### src/sv/cfrv_pkg.sv
package cfrv_pkg;

    localparam int DEPTH_DEF = 8;
    localparam int DATA_W    = 32;
    localparam int MODE_W    = 2;
    localparam int STATUS_W  = 2;
    localparam int OCC_W     = 4;

    typedef logic [MODE_W-1:0]   t_mode;
    typedef logic [STATUS_W-1:0] t_status;

    localparam t_mode MODE_ENQ = 2'd0;
    localparam t_mode MODE_DEQ = 2'd1;
    localparam t_mode MODE_REM = 2'd2;

    localparam t_status ST_OK       = 2'd0;
    localparam t_status ST_FULL     = 2'd1;
    localparam t_status ST_EMPTY    = 2'd2;
    localparam t_status ST_NOTFOUND = 2'd3;

endpackage

### src/sv/cfrv_ram.sv
module cfrv_ram #(
    parameter int WIDTH = cfrv_pkg::DATA_W,
    parameter int DEPTH = cfrv_pkg::DEPTH_DEF
) (
    input  logic                     i_clk,
    input  logic                     i_we,
    input  logic [$clog2(DEPTH)-1:0] i_waddr,
    input  logic [WIDTH-1:0]         i_wdata,
    input  logic [$clog2(DEPTH)-1:0] i_raddr,
    output logic [WIDTH-1:0]         o_rdata
);

    logic [WIDTH-1:0] r_mem [DEPTH];
    logic [WIDTH-1:0] r_rdata;

    always_ff @(posedge i_clk) begin
        if (i_we) begin
            r_mem[i_waddr] <= i_wdata;
        end
        r_rdata <= r_mem[i_raddr];
    end

    assign o_rdata = r_rdata;

endmodule

### src/sv/circular_fifo_with_remove_by_value.sv
// Ring-buffer FIFO of DEPTH signed 32-bit words with remove-by-value. Each input
// transfer carries a mode (enqueue, dequeue, remove first match) and a value, and
// yields exactly one result transfer with data, status and occupancy (low 4 bits
// of the fill count). Words live in a single-port-write, single-port-read RAM with
// registered read data, so cost is set by RAM accesses: enqueue, full, empty and
// unused-mode items go from idle straight to the done state, a dequeue first reads
// the head in S_DEQ, and a remove scans from the head in S_SRCH until it finds its
// match or passes the last word, then, if the match is not the last word, moves
// every later word down one slot in S_SHIFT. One item is in work at a time; a
// finished result waits in the output register while the next item is accepted.
module circular_fifo_with_remove_by_value #(
    parameter int DEPTH = cfrv_pkg::DEPTH_DEF
) (
    input  logic                                i_clk,
    input  logic                                i_rst_n,
    input  logic                                i_in_valid,
    output logic                                o_in_ready,
    input  logic [cfrv_pkg::MODE_W-1:0]         i_mode,
    input  logic signed [cfrv_pkg::DATA_W-1:0]  i_value,
    output logic                                o_out_valid,
    input  logic                                i_out_ready,
    output logic signed [cfrv_pkg::DATA_W-1:0]  o_data_out,
    output logic [cfrv_pkg::STATUS_W-1:0]       o_status,
    output logic [cfrv_pkg::OCC_W-1:0]          o_occupancy
);

    localparam int AW = $clog2(DEPTH);
    localparam int CW = $clog2(DEPTH + 1);
    localparam int DW = cfrv_pkg::DATA_W;

    localparam logic [2:0] S_IDLE  = 3'd0;
    localparam logic [2:0] S_DEQ   = 3'd1;
    localparam logic [2:0] S_SRCH  = 3'd2;
    localparam logic [2:0] S_SHIFT = 3'd3;
    localparam logic [2:0] S_DONE  = 3'd4;

    logic [2:0]              r_state,  n_state;
    logic [AW-1:0]           r_head,   n_head;
    logic [AW-1:0]           r_tail,   n_tail;
    logic [CW-1:0]           r_count,  n_count;
    logic [AW-1:0]           r_p,      n_p;
    logic [CW-1:0]           r_i,      n_i;
    logic [DW-1:0]           r_val,    n_val;
    logic [DW-1:0]           r_res_data,   n_res_data;
    cfrv_pkg::t_status       r_res_status, n_res_status;
    logic                    r_out_valid,  n_out_valid;
    logic [DW-1:0]           r_out_data,   n_out_data;
    cfrv_pkg::t_status       r_out_status, n_out_status;
    logic [CW-1:0]           r_out_count,  n_out_count;

    logic                    ram_we;
    logic [AW-1:0]           ram_waddr;
    logic [DW-1:0]           ram_wdata;
    logic [AW-1:0]           ram_raddr;
    logic [DW-1:0]           ram_rdata;

    logic                    in_xfer;
    logic                    last_pos;
    logic                    more_shift;
    logic [AW-1:0]           p_inc;
    logic [AW-1:0]           p_inc2;
    logic [CW+3:0]           occ_ext;

    function automatic logic [AW-1:0] f_inc(input logic [AW-1:0] a);
        return (a == AW'(DEPTH - 1)) ? '0 : a + 1'b1;
    endfunction

    function automatic logic [AW-1:0] f_dec(input logic [AW-1:0] a);
        return (a == '0) ? AW'(DEPTH - 1) : a - 1'b1;
    endfunction

    cfrv_ram #(
        .WIDTH (DW),
        .DEPTH (DEPTH)
    ) u_ram (
        .i_clk   (i_clk),
        .i_we    (ram_we),
        .i_waddr (ram_waddr),
        .i_wdata (ram_wdata),
        .i_raddr (ram_raddr),
        .o_rdata (ram_rdata)
    );

    assign o_in_ready = (r_state == S_IDLE);
    assign in_xfer    = i_in_valid && o_in_ready;
    assign p_inc      = f_inc(r_p);
    assign p_inc2     = f_inc(p_inc);
    // r_i is the ring offset of r_p from the head
    assign last_pos   = (({1'b0, r_i} + (CW+1)'(1)) == {1'b0, r_count});
    assign more_shift = (({1'b0, r_i} + (CW+1)'(2)) <  {1'b0, r_count});

    always_comb begin
        n_state      = r_state;
        n_head       = r_head;
        n_tail       = r_tail;
        n_count      = r_count;
        n_p          = r_p;
        n_i          = r_i;
        n_val        = r_val;
        n_res_data   = r_res_data;
        n_res_status = r_res_status;
        n_out_valid  = r_out_valid;
        n_out_data   = r_out_data;
        n_out_status = r_out_status;
        n_out_count  = r_out_count;
        ram_we       = 1'b0;
        ram_waddr    = r_p;
        ram_wdata    = ram_rdata;
        ram_raddr    = p_inc;

        if (r_out_valid && i_out_ready) begin
            n_out_valid = 1'b0;
        end

        case (r_state)
            S_IDLE: begin
                if (in_xfer) begin
                    n_val        = i_value;
                    n_res_data   = '0;
                    n_res_status = cfrv_pkg::ST_OK;
                    n_state      = S_DONE;
                    case (i_mode)
                        cfrv_pkg::MODE_ENQ: begin
                            if (r_count == CW'(DEPTH)) begin
                                n_res_status = cfrv_pkg::ST_FULL;
                            end else begin
                                ram_we    = 1'b1;
                                ram_waddr = r_tail;
                                ram_wdata = i_value;
                                n_tail    = f_inc(r_tail);
                                n_count   = r_count + 1'b1;
                            end
                        end
                        cfrv_pkg::MODE_DEQ: begin
                            if (r_count == '0) begin
                                n_res_data   = '1;
                                n_res_status = cfrv_pkg::ST_EMPTY;
                            end else begin
                                ram_raddr = r_head;
                                n_state   = S_DEQ;
                            end
                        end
                        cfrv_pkg::MODE_REM: begin
                            if (r_count == '0) begin
                                n_res_status = cfrv_pkg::ST_EMPTY;
                            end else begin
                                ram_raddr = r_head;
                                n_p       = r_head;
                                n_i       = '0;
                                n_state   = S_SRCH;
                            end
                        end
                        default: begin
                        end
                    endcase
                end
            end
            S_DEQ: begin
                n_res_data = ram_rdata;
                n_head     = f_inc(r_head);
                n_count    = r_count - 1'b1;
                n_state    = S_DONE;
            end
            S_SRCH: begin
                // ram_rdata holds slot r_p; slot r_p+1 is being fetched
                if (ram_rdata == r_val) begin
                    if (last_pos) begin
                        n_tail  = f_dec(r_tail);
                        n_count = r_count - 1'b1;
                        n_state = S_DONE;
                    end else begin
                        n_state = S_SHIFT;
                    end
                end else if (last_pos) begin
                    n_res_status = cfrv_pkg::ST_NOTFOUND;
                    n_state      = S_DONE;
                end else begin
                    n_p = p_inc;
                    n_i = r_i + 1'b1;
                end
            end
            S_SHIFT: begin
                // move slot r_p+1 down to r_p, fetch r_p+2 for the next move
                ram_we    = 1'b1;
                ram_waddr = r_p;
                ram_wdata = ram_rdata;
                ram_raddr = p_inc2;
                n_p       = p_inc;
                n_i       = r_i + 1'b1;
                if (!more_shift) begin
                    n_tail  = f_dec(r_tail);
                    n_count = r_count - 1'b1;
                    n_state = S_DONE;
                end
            end
            S_DONE: begin
                if (!r_out_valid || i_out_ready) begin
                    n_out_valid  = 1'b1;
                    n_out_data   = r_res_data;
                    n_out_status = r_res_status;
                    n_out_count  = r_count;
                    n_state      = S_IDLE;
                end
            end
            default: begin
                n_state = S_IDLE;
            end
        endcase
    end

    always_ff @(posedge i_clk) begin
        if (!i_rst_n) begin
            r_state     <= S_IDLE;
            r_head      <= '0;
            r_tail      <= '0;
            r_count     <= '0;
            r_out_valid <= 1'b0;
        end else begin
            r_state     <= n_state;
            r_head      <= n_head;
            r_tail      <= n_tail;
            r_count     <= n_count;
            r_out_valid <= n_out_valid;
        end
    end

    always_ff @(posedge i_clk) begin
        r_p          <= n_p;
        r_i          <= n_i;
        r_val        <= n_val;
        r_res_data   <= n_res_data;
        r_res_status <= n_res_status;
        r_out_data   <= n_out_data;
        r_out_status <= n_out_status;
        r_out_count  <= n_out_count;
    end

    assign occ_ext     = {4'b0000, r_out_count};
    assign o_out_valid = r_out_valid;
    assign o_data_out  = r_out_data;
    assign o_status    = r_out_status;
    assign o_occupancy = occ_ext[cfrv_pkg::OCC_W-1:0];

endmodule

### config.mk
export PLATFORM = sky130hd
export DESIGN_NAME = circular_fifo_with_remove_by_value
export DESIGN_NICKNAME = d
export VERILOG_FILES = /design/src/sv/cfrv_pkg.sv /design/src/sv/cfrv_ram.sv /design/src/sv/circular_fifo_with_remove_by_value.sv
export SDC_FILE = /design/constraint.sdc
export NUM_CORES = 1
export LEC_CHECK = 0
export BUFFER_PORTS_ARGS = -buffer_cell sky130_fd_sc_hd__buf_2
export CAP_MARGIN = 0
export CORE_MARGIN = 5
export CORE_UTILIZATION = 55
export CTS_BUF_LIST = sky130_fd_sc_hd__clkbuf_16
export CTS_CLUSTER_DIAMETER = 120
export DETAILED_ROUTE_END_ITERATION = 7
export PLACE_DENSITY = 0.75
export SYNTH_ARGS = -nofsm -noshare
export SYNTH_HDL_FRONTEND = slang
export SYNTH_SLANG_ARGS = --single-unit
export TNS_END_PERCENT = 30
### constraint.sdc
create_clock -name i_clk -period 4.15 [get_ports i_clk]
set_input_delay 0.6225 -clock i_clk [delete_from_list [all_inputs] [get_ports i_clk]]
set_output_delay 0.6225 -clock i_clk [all_outputs]
set_load 0.1 [all_outputs]
==> impl_metrics.json, run 1 <==
{
  "cts_tree": "yes",
  "status": "completed",
  "vias": 9073,
  "netlist.area_leader.share": 0.658,
  "ys_warn_count": 0,
  "ctsRootBufferMaster": "clkbuf_16",
  "total_leakage_power_nw": 7.40,
  "wl_met3_um": 2290,
  "hold_class": "in2reg",
  "syn-instance-count": 1058,
  "track_usage": 0.204,
  "maxCapViolations": 0,
  "worstSetupEndpointType": "flip-flop",
  "min_period_ns": 3.10,
  "grt_max_degree": 81,
  "cp.required_ns": 4.39,
  "fmax_mhz": 323,
  "insertedDiodeCount": 0,
  "syn2layout_area_growth_pct": 13.4,
  "clock_latency_ns": 0.53,
  "synth_area_mm2": 0.0167,
  "syn_nets": 1118,
  "path_clk_slew_ns": 0.06,
  "synth-seq-cells": 413,
  "arrival_ns": 3.33,
  "cts_hold_buf": 0,
  "synthArstFlopShare": 0,
  "fin_crit_sh": 0.746,
  "htreeDepth": 2,
  "drt_iter0_markers": 637,
  "synth_top_area_cell": "edfxtp_1",
  "dp_cells": 1498,
  "vias_per_cell": 5.76,
  "finalPower_mw": 9.24,
  "wl_um": 35200,
  "rows": 63,
  "clock_sinks": 413,
  "start_kind": "flip-flop",
  "worstMarginPinSlew_ns": 1.07,
  "die_width_um": 184,
  "io_pins": 78,
  "fin_worst_skew_ns": 0.0127,
  "start_util": 0.560,
  "worst-path-max-fanout": 21,
  "grt_pass1_wl_um": 52800,
  "synth_edf_count": 367,
  "ant_nets": 0,
  "routabilityCongestion": 0.829,
  "drcViolationCount": 0,
  "fin_tns_setup_ns": 0,
  "antenna_found_initial": 0,
  "drtPass1Iterations": 5,
  "final_cell_mix": "edfxtp_1, mux2i_1, nand2_1",
  "numCtsBuffers": 42,
  "final_util": 0.635,
  "mostFrequentLayoutCell": "edfxtp_1",
  "wl_met1_um": 14900,
  "grt_overflow": 0,
  "final_hold_viol_count": 0,
  "dp_hpwl_um": 20700,
  "nets": 1212,
  "rsz0062_at_grt": "no",
  "die_area_mm2": 0.0340,
  "criticalPathCategory": "reg2reg",
  "drive_gt1_frac": 0.173,
  "grt_pass1_vias": 9005,
  "ys.flop_type": "edfxtp_1",
  "die_h_um": 184,
  "synth.area.top_cells": "edfxtp_1, mux2i_1, dfxtp_1",
  "setup_violations": 0,
  "postSynthAreaPerCell_um2": 15.8,
  "routed.top_layer": "met4",
  "ys_seq_area_frac": 0.713,
  "io_buffers": 77,
  "cts_max_path_buffers": 3,
  "vdd_drop_max_mv": 0.371,
  "synth_cell_types": 50,
  "ctsResizeCount": 0,
  "postCtsSetupRepairBufs": 0,
  "final_cells": 1575,
  "wl_per_cell_um": 22.4,
  "maxSlewHeadroom": 0.279,
  "wl_met2_um": 17100,
  "slew_violations": 0,
  "pwr_density_cell_mw_per_mm2": 487,
  "core_mm2": 0.0299
}
==> synthesized netlist by cell type (2+ instances only) <==
master    count
a21boi_0      3
o21ai_0      10
nand3b_1      2
nor3_1       11
nand2_1     130
a311oi_1      3
buf_4         2
edfxtp_1    367
clkbuf_1     23
nor4_1        4
nand3_1      11
inv_1        12
and2_1        3
a21o_1       34
o22ai_1       2
xnor2_1      37
mux2i_1     194
ha_1         21
o211a_1       2
a21oi_1       8
xor2_1        4
buf_6        12
a31oi_1       6
nand2b_1      3
and3_1        4
nand4_1       9
nor2b_1       5
mux2_2       32
a211o_1       2
a22oi_1       2
dfxtp_1      46
nor2_1       24
buf_2        13
==> flip-flops by register name (all words and copies together), names as in the netlist, 4 cells and up <==
signal,cells
r_i,4
r_res_data,32
u_ram.o_rdata,32
o_occupancy,4
r_count,4
u_ram.r_mem,256
o_data_out,32
r_val,32
==> layer usage <==
metal	global-route usage	vias up
met5	0	-
met4	0.0630	0
met3	0.0337	71
met2	0.339	342
met1	0.281	4489
li1	-	4171
==> metrics by stage <==
stage               setup WS (ns)  hold WS (ns)  area (um2)
finish                       1.05         0.289       19000
global route                0.959         0.277       19000
CTS                          1.04         0.266       19000
detailed placement          0.877         0.406       17700
global placement            0.942         0.402       17700
floorplan                 -0.0294         0.400       16700
==> worst paths after layout <==
kind	endpoint	slack [ns]	cells past startpoint	start
min reg2reg	o_data_out[29]	0.41	0	r_res_data[29]
min	r_val[14]	0.29	1	i_value[14]
max reg2reg	u_ram.r_mem[6][23]	1.05	6	r_state[2]
max	u_ram.r_mem[6][23]	1.05	6	r_state[2]
==> power by group <==
part | switching, mW | leakage [nW] | internal, mW
clock | 1.49 | 0.678 | 2.00
combinational | 0.627 | 2.96 | 0.265
sequential | 0.0887 | 3.76 | 4.77
total | 2.21 | 7.40 | 7.04
==> cell families (layout without fill, tap and decap cells) <==
| logic type | after synthesis | in the layout | share of synthesized area |
|---|---|---|---|
| flops | 413 | 413 | 0.713 |
| xor+xnor | 41 | 41 | 0.0214 |
| compound gates | 82 | 82 | 0.0349 |
| simple gates | 211 | 211 | 0.0551 |
| mux | 226 | 226 | 0.138 |
| buf+inv | 63 | 190 | 0.0209 |
| fa+ha+maj | 22 | 22 | 0.0169 |
==> cell type report <==
class,instances,area [um2]
Multi-Input combinational cell,582,4560
Fill cell,2129,10900
Timing Repair Buffer,100,658
Sequential cell,413,11900
Inverter,13,48.8
Clock buffer,43,1080
Clock inverter,34,201
Tap cell,390,488
==> critical path: stages, from the launching register on <==
cell and delay [ns]:
dfxtp_1 0.61, or4b_4 0.26, clkinv_1 0.33, and3_1 0.35, a21oi_1 0.68, nor2_4 0.22
buf_4 0.33
Note: power is estimated with default switching activity, not from simulation.
==> run 2: changes to the inputs <==
--- a/config.mk
+++ b/config.mk
@@ -5,14 +5,15 @@
 export SDC_FILE = /design/constraint.sdc
 export NUM_CORES = 1
 export LEC_CHECK = 0
+export ABC_AREA = 1
 export BUFFER_PORTS_ARGS = -buffer_cell sky130_fd_sc_hd__buf_2
 export CAP_MARGIN = 0
 export CORE_MARGIN = 5
-export CORE_UTILIZATION = 55
+export CORE_UTILIZATION = 56
 export CTS_BUF_LIST = sky130_fd_sc_hd__clkbuf_16
 export CTS_CLUSTER_DIAMETER = 120
 export DETAILED_ROUTE_END_ITERATION = 7
-export PLACE_DENSITY = 0.75
+export PLACE_DENSITY = 0.76
 export SYNTH_ARGS = -nofsm -noshare
 export SYNTH_HDL_FRONTEND = slang
 export SYNTH_SLANG_ARGS = --single-unit
==> constraint.sdc (replaced) <==
create_clock -name i_clk -period 2.5 [get_ports i_clk]
set_input_delay 0.375 -clock i_clk [delete_from_list [all_inputs] [get_ports i_clk]]
set_output_delay 0.375 -clock i_clk [all_outputs]
set_load 0.1 [all_outputs]
==> run 2 against run 1 <==
  * Flip-flop and latch count is the same
  * Register-to-register slack worse by 0.91 ns
  * Utilization grew 1.0 points
  * Clock power up 61%
  * Non-clock buffer count is 16 higher
  * Cell count increased by 39%
  * Sequential share of layout area is 4.3 points lower
  * Design area is 7.3% higher
==> impl_metrics.json, run 2 <==
{
  "start_kind": "flip-flop",
  "die_h_um": 189,
  "min_period_ns": 2.36,
  "drt_iter0_markers": 1196,
  "antenna_found_initial": 1,
  "grt_overflow": 0,
  "r2r-start": "r_p[0]",
  "ctsRootBufferMaster": "clkbuf_16",
  "netlist.area_leader.share": 0.616,
  "synthAdderAreaFrac": 0.0158,
  "dp_cells": 2105,
  "criticalPathCategory": "reg2reg",
  "syn_nets": 1728,
  "htreeDepth": 2,
  "postSynthAreaPerCell_um2": 10.7,
  "final_util": 0.645,
  "io_pins": 78,
  "final_hold_viol_count": 0,
  "maxCapViolations": 0,
  "cp_cell_sequence": "ha_1, ha_1, nor2_4, a21oi_1, inv_1, o21ai_1, a21oi_4, buf_4, buf_12, nand3_1, nand2_1, nand2_1, nand2_1",
  "drtPass1Iterations": 5,
  "drive_gt1_frac": 0.113,
  "wl_um": 39500,
  "hold_class": "in2reg",
  "worstMarginPinSlew_ns": 0.683,
  "worstSetupEndpointType": "flip-flop",
  "max_stage_delay_ns": 0.41,
  "clock_sinks": 413,
  "vdd_drop_max_mv": 0.612,
  "min_to": "r_val[21]",
  "numCtsBuffers": 41,
  "ys_seq_area_frac": 0.668,
  "holdWs_ns": 0.0381,
  "synth_xor_area_frac": 0.0132,
  "grt_max_degree": 69,
  "path_clk_slew_ns": 0.06,
  "ff2ff_path_depth": 13,
  "cp_top_family": "compound AO/OA/AOI/OAI gates",
  "worst-path-buf-inv": 3,
  "pre_cts_ws_ns": 0.0680,
  "die_area_mm2": 0.0356,
  "core_mm2": 0.0316,
  "crit_top_cell": "nand2_1",
  "synth_compound_gate_area_share": 0.0323,
  "grt_pass1_wl_um": 60800,
  "ys_warn_count": 0,
  "cp-startpoint": "r_p[0]",
  "grt_pass1_vias": 11500,
  "ant_nets": 0,
  "synth_cell_types": 31,
  "synthMuxAreaShare": 0.000630,
  "wl_per_cell_um": 18.1,
  "rows": 65,
  "cts_max_path_buffers": 3,
  "routabilityCongestion": 0.820,
  "io_buffers": 77,
  "fin_crit_sh": 0.942,
  "start_util": 0.567,
  "rsz0062_at_grt": "no",
  "cts_tree": "yes",
  "design_area_mm2": 0.0204,
  "status": "completed",
  "fin_worst_skew_ns": 0.0144,
  "synth_area_mm2": 0.0179,
  "fmax_mhz": 425,
  "largest_register_ffs": 256,
  "clock_latency_ns": 0.53,
  "synth_edf_count": 367,
  "seq_area_mm2": 0.0119,
  "vias": 11900,
  "syn-instance-count": 1668,
  "syn2layout_area_growth_pct": 13.9,
  "slew_violations": 0,
  "fillCellCount": 2302,
  "synth_top_family_by_area": "simple AND/OR/NAND/NOR gates",
  "synthSimpleGateAreaFrac": 0.195,
  "die_width_um": 189,
  "arrival_ns": 2.83,
  "hold_depth": 1,
  "pwr_density_cell_mw_per_mm2": 990,
  "worst-path-max-fanout": 27,
  "worst_slack_ns": 0.144,
  "synth.area.top_cells": "edfxtp_1, nand2_1, inv_1",
  "r2r_end": "u_ram.o_rdata[13]",
  "cpMaxStageDelayCell": "edfxtp_1",
  "total_leakage_power_nw": 8.56,
  "insertedDiodeCount": 0,
  "track_usage": 0.215,
  "synth_top_area_cell": "edfxtp_1",
  "mostFrequentLayoutCell": "nand2_1",
  "post_dp_cell_area_mm2": 0.0190,
  "final_cell_mix": "nand2_1, edfxtp_1, inv_1",
  "cp.required_ns": 2.97,
  "hp-start": "i_value[21]",
  "dp_hpwl_um": 23300,
  "yosysMostFrequentCell": "nand2_1",
  "multiInputGateArea_mm2": 0.00476,
  "largest-register": "u_ram.r_mem",
  "vias_per_cell": 5.45,
  "maxSlewHeadroom": 0.545,
  "final_cells": 2184,
  "ys.flop_type": "edfxtp_1",
  "ff2ff_setup_slack_ns": 0.14,
  "nets": 1811,
  "synthArstFlopShare": 0,
  "drcViolationCount": 0,
  "synthTopCellsByCount": "nand2_1, edfxtp_1, inv_1, nand3_1, nand3b_1",
  "setup_violations": 0,
  "synth-seq-cells": 413
}
## run 2: cell types whose count changed in the layout (fill, tap and decap cells not counted), sizes merged, moves of 13 or more
cell,delta
buf,+14
o21ai,+44
nand3,+168
mux2,-31
a21oi,+44
nor2,+59
xnor2,-13
nand3b,+96
inv,+243
a21o,-34
mux2i,-194
nand2,+270
## run 2: per-layer routing
layer  GRT usage  share of wire
met1       0.292           0.42
met4      0.0729          0.024
met3      0.0296          0.069
met2       0.361           0.49
met5           0        0.00028
## run 2: layout make-up
type,count,share of cell area
clock inverter,32,0.00946
timing repair buffer,116,0.0468
inverter,253,0.0469
tap,402,0.0247
sequential,413,0.586
multi-input combinational,926,0.234
clock buffer,42,0.0516
## run 2: timing repair
item	CTS	global route
gates resized for setup	0	9
setup buffers	0	3
endpoints found under the setup margin	0	35
hold buffers	0	0
## run 2: worst max-delay path by stage
stage / end / depth (start not counted) / slack, ns
after floorplan: u_ram.r_mem[2][0] / 8 / -0.03
after global placement: u_ram.o_rdata[30] / 12 / 0.14
after detailed placement: u_ram.o_rdata[26] / 12 / 0.07
after CTS: u_ram.o_rdata[19] / 13 / 0.04
after global routing: u_ram.o_rdata[17] / 13 / 0.0009
final: u_ram.o_rdata[13] / 13 / 0.14
## run 2: power by group
part	switching, mW	internal, mW	leakage, nW
clock network	2.39	3.24	0.664
registers	0.336	8.88	3.77
logic	3.86	1.45	4.13
## run 2: cell families (layout without fill, tap and decap cells)
| family | count (synthesis) | count (layout) |
|---|---|---|
| simple gates | 765 | 765 |
| flops | 413 | 413 |
| buf+inv | 329 | 443 |
| compound gates | 111 | 111 |
| xor+xnor | 27 | 27 |
| fa+ha+maj | 22 | 22 |
| mux | 1 | 1 |
## run 2: stage by stage
stage | power [mW] | TNS (ns)
2_1_floorplan | 13.0 | -6.05
5_1_grt | 21.1 | 0
6_report | 20.2 | 0
3_5_place_dp | 14.4 | 0
3_3_place_gp | 14.2 | 0
4_1_cts | 20.0 | 0
